**config.mk**
```make
export PLATFORM = sky130hd
export DESIGN_NAME = vector_error_norms
export DESIGN_NICKNAME = d
export VERILOG_FILES = /design/src/rtl/core/ven_pkg.sv /design/src/rtl/core/ven_sqrt.sv /design/src/rtl/core/vector_error_norms.sv
export SDC_FILE = /design/constraint.sdc
export NUM_CORES = 2
export LEC_CHECK = 0
export ABC_AREA = 1
export BUFFER_PORTS_ARGS = -buffer_cell sky130_fd_sc_hd__buf_4
export CORE_MARGIN = 2
export CORE_UTILIZATION = 55
export DETAILED_ROUTE_END_ITERATION = 10
export PLACE_DENSITY = 0.74
export SLEW_MARGIN = 15
export SYNTH_ARGS = -nofsm -noshare
export SYNTH_HDL_FRONTEND = slang
export SYNTH_SLANG_ARGS = --single-unit
export TNS_END_PERCENT = 30
```
**constraint.sdc**
```tcl
create_clock -name clk -period 10.5 [get_ports clk]
set_input_delay 0.525 -clock clk [delete_from_list [all_inputs] [get_ports clk]]
set_output_delay 0.525 -clock clk [all_outputs]
set_load 0.005 [all_outputs]
```
**src/rtl/core/ven_pkg.sv**
```systemverilog
// Shared widths and types for the vector error norm block.
package ven_pkg;

  localparam int SAMPLE_W  = 24;
  localparam int DIFF_W    = SAMPLE_W + 1;
  localparam int PROD_W    = 2 * SAMPLE_W;
  localparam int ABS_W     = 37;
  localparam int SUM_OUT_W = 36;
  localparam int SQ_W      = 61;
  localparam int ROOT_W    = 31;

  typedef struct packed {
    logic busy;
    logic done;
  } sqrt_status_t;

endpackage

```
**src/rtl/core/ven_sqrt.sv**
```systemverilog
// Digit-by-digit floor square root, one result bit per cycle.
module ven_sqrt
  import ven_pkg::*;
(
  input  logic              clk,
  input  logic              rst,
  input  logic              start,
  input  logic [SQ_W-1:0]   radicand,
  output sqrt_status_t      status,
  output logic [ROOT_W-1:0] root_out
);

  logic [SQ_W-1:0] rem;
  logic [SQ_W-1:0] root;
  logic [SQ_W-1:0] bit_pos;
  logic [SQ_W:0]   trial;
  logic            take;

  assign trial = {1'b0, root} + {1'b0, bit_pos};
  assign take  = ({1'b0, rem} >= trial);

  always_ff @(posedge clk) begin
    if (rst) begin
      status.busy <= 1'b0;
      status.done <= 1'b0;
    end else begin
      status.done <= 1'b0;
      if (start) begin
        rem         <= radicand;
        root        <= '0;
        bit_pos     <= {1'b1, {(SQ_W-1){1'b0}}};
        status.busy <= 1'b1;
      end else if (status.busy) begin
        if (take) begin
          rem  <= rem - trial[SQ_W-1:0];
          root <= (root >> 1) + bit_pos;
        end else begin
          root <= root >> 1;
        end
        bit_pos <= bit_pos >> 2;
        if (bit_pos[0]) begin
          status.busy <= 1'b0;
          status.done <= 1'b1;
        end
      end
    end
  end

  assign root_out = root[ROOT_W-1:0];

endmodule

```
**src/rtl/core/vector_error_norms.sv**
```systemverilog
// Top level: L1, L2 and infinity norms of the difference of two streamed vectors.
//
// Input channel (sample_valid / sample_stall): one beat carries a reference
// sample, an approximate sample (signed Q12.12) and last_item. A beat is
// taken when sample_valid is high and sample_stall is low.
// Output channel (result_valid / result_stall): one beat per vector, sent
// after the beat marked last_item, with max |d|, sum |d| and floor sqrt of
// sum d*d. The result sits in an output register until taken.
// Each beat passes through difference, multiply and accumulate steps, and
// the block stalls its input meanwhile. After a last beat the shared
// square-root unit runs 31 iterations, one root bit per cycle; the input
// is stalled until the result has been moved into the output register, so
// the next beat is taken in the cycle after that move at the earliest. A
// stall on the output holds the result and delays the next vector's result
// load, and with it the next beat.
// Reset clears the accumulators, the sequencer and result_valid.
module vector_error_norms
  import ven_pkg::*;
(
  input  logic                    clk,
  input  logic                    rst,
  input  logic                    sample_valid,
  output logic                    sample_stall,
  input  logic signed [SAMPLE_W-1:0] reference,
  input  logic signed [SAMPLE_W-1:0] approx,
  input  logic                    last_item,
  output logic                    result_valid,
  input  logic                    result_stall,
  output logic [SAMPLE_W-1:0]     max_abs_diff,
  output logic [SUM_OUT_W-1:0]    sum_abs_diff,
  output logic [ROOT_W-1:0]       root_sum_sq
);

  typedef enum logic [2:0] {
    ST_IDLE,
    ST_MUL,
    ST_ADD,
    ST_SQRT,
    ST_EMIT
  } state_t;

  state_t                state;
  logic [SAMPLE_W-1:0]   mag;
  logic                  last_q;
  logic [PROD_W-1:0]     prod;
  logic [ABS_W-1:0]      abs_accum;
  logic [SQ_W-1:0]       square_accum;
  logic [SAMPLE_W-1:0]   peak_diff;
  logic [SAMPLE_W-1:0]   hold_peak;
  logic [SUM_OUT_W-1:0]  hold_abs;

  logic [DIFF_W-1:0]     diff;
  logic [DIFF_W-1:0]     diff_mag;
  logic [SQ_W-1:0]       sq_next;
  logic                  sqrt_start;
  sqrt_status_t          sqrt_stat;
  logic [ROOT_W-1:0]     sqrt_root;
  logic                  out_free;

  assign sample_stall = (state != ST_IDLE);
  assign diff     = {approx[SAMPLE_W-1], approx} - {reference[SAMPLE_W-1], reference};
  assign diff_mag = diff[DIFF_W-1] ? (DIFF_W'(0) - diff) : diff;
  assign sq_next  = square_accum + SQ_W'(prod);
  assign sqrt_start = (state == ST_ADD) && last_q;
  assign out_free = !result_valid || !result_stall;

  ven_sqrt u_sqrt (
    .clk      (clk),
    .rst      (rst),
    .start    (sqrt_start),
    .radicand (sq_next),
    .status   (sqrt_stat),
    .root_out (sqrt_root)
  );

  always_ff @(posedge clk) begin
    if (rst) begin
      state        <= ST_IDLE;
      result_valid <= 1'b0;
      abs_accum    <= '0;
      square_accum <= '0;
      peak_diff    <= '0;
    end else begin
      if (result_valid && !result_stall && (state != ST_EMIT)) begin
        result_valid <= 1'b0;
      end
      unique case (state)
        ST_IDLE: begin
          if (sample_valid) begin
            mag    <= diff_mag[SAMPLE_W-1:0];
            last_q <= last_item;
            state  <= ST_MUL;
          end
        end
        ST_MUL: begin
          prod      <= mag * mag;
          abs_accum <= abs_accum + ABS_W'(mag);
          if (mag > peak_diff) begin
            peak_diff <= mag;
          end
          state <= ST_ADD;
        end
        ST_ADD: begin
          if (last_q) begin
            hold_peak    <= peak_diff;
            hold_abs     <= abs_accum[SUM_OUT_W-1:0];
            abs_accum    <= '0;
            square_accum <= '0;
            peak_diff    <= '0;
            state        <= ST_SQRT;
          end else begin
            square_accum <= sq_next;
            state        <= ST_IDLE;
          end
        end
        ST_SQRT: begin
          if (sqrt_stat.done) begin
            state <= ST_EMIT;
          end
        end
        ST_EMIT: begin
          if (out_free) begin
            max_abs_diff <= hold_peak;
            sum_abs_diff <= hold_abs;
            root_sum_sq  <= sqrt_root;
            result_valid <= 1'b1;
            state        <= ST_IDLE;
          end
        end
        default: state <= ST_IDLE;
      endcase
    end
  end

`ifndef SYNTH
  a_done_in_sqrt: assert property (@(posedge clk) disable iff (rst)
    sqrt_stat.done |-> state == ST_SQRT)
    else $error("square root finished outside its wait state");

  a_idle_unit_free: assert property (@(posedge clk) disable iff (rst)
    state == ST_IDLE |-> !sqrt_stat.busy)
    else $error("square root busy while taking samples");

  a_result_from_emit: assert property (@(posedge clk) disable iff (rst)
    $rose(result_valid) |-> $past(state) == ST_EMIT)
    else $error("result raised without a finished vector");
`endif

endmodule
```
**Word level (Yosys, flattened, before mapping)**

Index checks and enable logic that the tools add are counted.
Widths: inputs -> output; s select.

- Bits in registers: 505
- Bits of input ports: 53

- $mul: 1
- Add/sub/neg operators: 7
- Multiplexer cells: 24
- Order comparisons: 2
- Bitwise gates (word level): 2
- Equality and inequality tests: 10
- Reductions and logical operators: 21

Operators by type and width:

| cell | count |
|---|---|
| $mux 61 | 7 |
| $pmux 37 s2 | 1 |
| $mux 24 | 3 |
| $add 61x61->62 | 1 |
| $ge 61x62->1 | 1 |
| $add 60x61->61 | 1 |
| $add 61x48->61 | 1 |
| $sub 61x61->61 | 1 |
| $mul 24x24->48 | 1 |
| $pmux 24 s2 | 1 |
| $add 37x24->37 | 1 |
| $mux 37 | 1 |
| $sub 24x24->25 | 1 |
| $gt 24x24->1 | 1 |
| $sub 1x24->24 const A | 1 |
| $reduce_and 3->1 | 6 |
| $pmux 3 s5 | 1 |
| $mux 3 | 3 |
| $ne 2x2->1 const B | 4 |
| $eq 3x2->1 const B | 2 |
| $mux 2 | 3 |
| $reduce_and 2->1 | 3 |
| $reduce_bool 2->1 | 3 |
| $mux 1 | 4 |
| 11 further kinds | 15 |

**Depth between registers and ports, before layout**

- Word-level depth: 6
- Depth in mapped cells: 32

**Cells and area by module**

From an unflattened synthesis, not the netlist that was laid out.

- Cell total of the unflattened synthesis: 7,346
- Area, all modules: 54,732.5 um^2

By module, submodules not included:

| module | times used | cells each | area each (um^2) |
|---|---|---|---|
| vector_error_norms | 1 | 4,546 | 36,790.3 |
| ven_sqrt | 1 | 2,800 | 17,942.2 |

**Worst setup path before layout**

Ideal clock, no wire load.

- Kind: reg-to-reg
- Start: register state[2]
- End: register u_sqrt.rem[0] (enable)
- Cell stages (with the launch flop): 9
- Buffers on the path: 1
- Setup slack: 0.669 ns
- Arrival time: 9.416 ns
- Required time: 10.085 ns
- Library setup time: 0.415 ns
- Cells stage by stage: dfxtp_1 -> nor3_1 -> inv_2 -> nor2_4 -> inv_2 -> clkbuf_1 -> o21ai_0 -> o21ai_1 -> inv_1

- Word-level cells in the longest chain between the ends: 4
- Elaborated cells on any way between the ends: 5

Ends and longest elaborated chain:

| element | RTL line | source |
|---|---|---|
| start, declared | vector_error_norms.sv:42 | `state_t state;` |
| start signal, assigned | vector_error_norms.sv:78 | `state <= ST_IDLE;` |
| start signal, assigned | vector_error_norms.sv:92 | `state <= ST_MUL;` |
| start signal, assigned | vector_error_norms.sv:101 | `state <= ST_ADD;` |
| $eq 3x2->1 * | vector_error_norms.sv:64 | `assign sqrt_start = (state == ST_ADD) && last_q;` |
| $logic_and 1x1->1 * | vector_error_norms.sv:64 |  |
| $reduce_bool 2->1 (no source line) | -- |  |
| $reduce_and 3->1 (no source line) * | -- |  |
| end signal, assigned | ven_sqrt.sv:29 | `rem <= radicand;` |
| end signal, assigned | ven_sqrt.sv:35 | `rem <= rem - trial[SQ_W-1:0];` |
| end, declared | ven_sqrt.sv:13 | `logic [SQ_W-1:0] rem;` |

Every way passes the cells marked *; elsewhere a longest branch is shown, timed or not.
A chain may end at the register's enable or synchronous reset.

**Worst setup path in the final report**

- Start: register mag[21]
- End: register prod[38] (data pin)

- Word-level cells in the longest chain between the ends: 1

Ends and longest elaborated chain:

| element | RTL line | source |
|---|---|---|
| start, declared | vector_error_norms.sv:43 | `logic [SAMPLE_W-1:0] mag;` |
| start signal, assigned | vector_error_norms.sv:90 | `mag <= diff_mag[SAMPLE_W-1:0];` |
| $mul 24x24->48 | vector_error_norms.sv:96 | `prod <= mag * mag;` |
| end signal, assigned | vector_error_norms.sv:96 |  |
| end, declared | vector_error_norms.sv:45 | `logic [PROD_W-1:0] prod;` |

Every way passes these cells.

==> qor.txt <==
Antenna Cells: 0
DRC: 0
clock slew at reported path FFs: 0.06 ns
Min Clock Period, post-route: 7.326 ns
RR Endpoint: prod[38]
Post-Synthesis Cells: 7069
Max H-tree Level: 2
Total Routing Usage GR: 33.80%
Synth Area in XOR/XNOR: 3.691%
# IOs: 146
M2 GR Usage: 55.65%
CTS tree: yes
RSZ-0062 raised after global routing: no
Longest Clk Path Bufs: 3
area share of the largest cell type after synthesis: 21.24%
setup bufs post-CTS: 0
GR met1 Demand/Resource: 45.70%
EDFF count, synth: 376
clk_skew: 0.06130 ns
grt met3 use: 4.848%
largest net degree at the start of global routing: 73
area delta synth->final: 8.487%
Clock Latency Late Sink: 0.70 ns
Final period util: 69.78%
# rows: 114
vias post-DR: 47393
Seq/Total Area, Yosys: 26.03%
die area: 0.09913 mm²
Max Fanout on Critical Path: 16
Sum Neg Setup Slack: 0 ns
endpoint type of the worst setup path: flop
largest family of logic cells by synthesized area: adder cells
final hold viol count: 0
synth warn: 0
Yosys reg bits: 503
mapped cell area: 0.05315 mm²
Die Y: 314.9 µm
simple-gate share of the synthesized area: 22.38%
root buffer cell: clkbuf_16
worst r2r src: mag[21]
Synth Net Count: 7970
synth unique cells: 55
Final #Nets: 8072
Final GP Congestion: 0.9888
Place WS: 3.261 ns
Hold Crit Class: in -> reg
Post-synth ARST share: 0%
hpwl dp: 133400 µm
Most Crowded Layer GR: met2
worst setup path end: prod[38]
CP startpoint: mag[21]
cell with the most instances after synthesis: nand2_1
status: finished clean
CP Class: reg -> reg
compound-gate portion of the synthesized area: 10.81%
Routed wire per std cell: 19.74 µm
DRT Pass-1 Iters: 8
TritonCTS buffer count: 59
final worst-path setup slack: 3.174 ns
dpl cell area: 0.05561 mm²
WP data required: 10.90 ns
initial antenna violation count: 4
first-pass GRT wire length: 260400 µm
final setup vio count: 0
Fmax: 136.5 MHz
post-route cell area: 0.05766 mm²
adder-cell share of the synthesized area: 26.02%
fraction of layout instances using a drive strength above 1: 4.957%
MaxCap Viol Count: 0
commonest register cell after synthesis: edfxtp_1
effective utilization at floorplan: 55.20%
worst slew pin tran: 0.9952 ns
critical path startpoint category: flop
die width: 314.9 µm
clock sink count: 503
max-slew violation count: 0
biggest area consumer among synthesized cells: edfxtp_1
Overflow after GRT: 0
drt initial violations: 4683
mean area per synthesized cell: 7.518 µm²
drt total wl: 167800 µm
Port Buffers: 145
antenna viol nets, final: 0
crit path DAT: 7.73 ns
mux contribution to synthesized area: 0.02119%
core box area: 0.09628 mm²
Slew headroom: 33.47%
reg2reg path depth: 24
Via density: 5.577
top cells by area, synth: edfxtp_1, fa_1, nand2_1
Post-synth top cells: nand2_1, inv_1, nor2_1, a21oi_1, fa_1
worst reg-to-reg setup slack: 3.17 ns
vias in the first global route: 46619
## cell usage in the layout (no fill, tap or decap), drive strengths merged, types with 3 or more instances in the layout
cell / synthesis / routed
nand4: 78 / 78
a31oi: 43 / 43
inv: 1407 / 1412
o21bai: 38 / 38
o21a: 11 / 11
o22ai: 7 / 7
nand2: 1679 / 1679
a21oi: 523 / 523
and3: 10 / 10
a211oi: 3 / 3
nor3: 62 / 62
dfxtp: 127 / 127
nand3: 398 / 398
a21boi: 14 / 14
xor2: 149 / 149
bufinv: 0 / 7
or2: 37 / 37
nor4: 24 / 24
clkbuf: 123 / 66
o21ai: 358 / 358
edfxtp: 376 / 376
a21o: 33 / 33
buf: 23 / 186
a221oi: 6 / 6
ha: 419 / 419
clkinv: 1 / 31
clkinvlp: 0 / 4
fa: 429 / 429
o2111ai: 3 / 3
a22oi: 5 / 5
o211ai: 9 / 9
nor2: 569 / 569
xnor2: 75 / 75
nand3b: 15 / 15
## final cells by class
type / count / area [µm²]
clock buffer: 66 / 1513
clock inverter: 46 / 523.0
fill: 8886 / 38620
inverter: 1408 / 5288
multi-input combinational: 5012 / 33500
sequential: 503 / 13830
tap: 1276 / 1597
timing repair buffer: 187 / 1406
## worst max-delay path, cell delays in order, from the launching register on
cell and delay, ns:
edfxtp_1 0.76, buf_4 0.38, nand2_1 0.08, inv_1 0.14, fa_1 0.47, fa_1 0.52
inv_1 0.06, fa_1 0.53, inv_1 0.06, fa_1 0.48, fa_1 0.52, fa_1 0.50
inv_1 0.05, fa_1 0.47, inv_1 0.04, ha_1 0.44, nand2_1 0.16, nor2_1 0.17
inv_1 0.09, nor2_1 0.13, and3_1 0.19, a21oi_1 0.10, o21ai_0 0.37, a21oi_1 0.14
xnor2_1 0.16
## how the worst min path moves through the flow
stage          slack, ns                to         start  cells past startpoint
3_3_place_gp        0.40   max_abs_diff[4]  hold_peak[4]                      0
4_1_cts             0.19      result_valid  result_stall                      3
5_1_grt             0.23      result_valid  result_stall                      3
6_report            0.23      result_valid  result_stall                      3
3_5_place_dp        0.40  sum_abs_diff[10]  hold_abs[10]                      0
2_1_floorplan       0.40   max_abs_diff[0]  hold_peak[0]                      0
## kinds of logic (layout without fill, tap and decap cells)
family / after synthesis / count (layout)
AO/OA/AOI/OAI: 1063 / 1063
XOR/XNOR: 224 / 224
adder cells (fa/ha/maj): 848 / 848
buffers and inverters: 1554 / 1707
flip-flops: 503 / 503
multiplexers: 1 / 1
AND/OR/NAND/NOR: 2876 / 2876
## state kept, by name (all words and copies together), names as in the netlist, 3 cells and up
register,cells
hold_peak,24
hold_abs,36
max_abs_diff,24
square_accum,61
u_sqrt.root,61
sum_abs_diff,36
mag,24
u_sqrt.rem,61
state,3
abs_accum,36
prod,47
peak_diff,24
root_sum_sq,31
u_sqrt.bit_pos,31
## metal layers
| metal | up-vias | share of wire (%) | routed length (µm) |
|---|---|---|---|
| li1 | 22767 | - | - |
| met1 | 22466 | 43 | 71450 |
| met2 | 1847 | 46 | 77590 |
| met3 | 311 | 7.5 | 12590 |
| met4 | 2 | 3.6 | 6120 |
| met5 | - | 0.0077 | 13 |
## metrics by stage
step           hold WS [ns]  utilization (%)  std cells
2_1_floorplan        0.4003                -       7069
3_3_place_gp         0.4032            57.76       8385
3_5_place_dp         0.4045            57.76       8385
4_1_cts              0.1869            59.89       8498
5_1_grt              0.2265            59.89       8498
6_report             0.2308            59.89       8498
## timing repair
action | CTS | global route
resized for setup | 0 | 0
hold endpoints to repair | 1 | 0
hold buffers | 1 | 0
setup endpoints to repair | 0 | 0
Power is not shown: default switching activity piles up to over one toggle a cycle in this logic, so the estimate is an artifact.
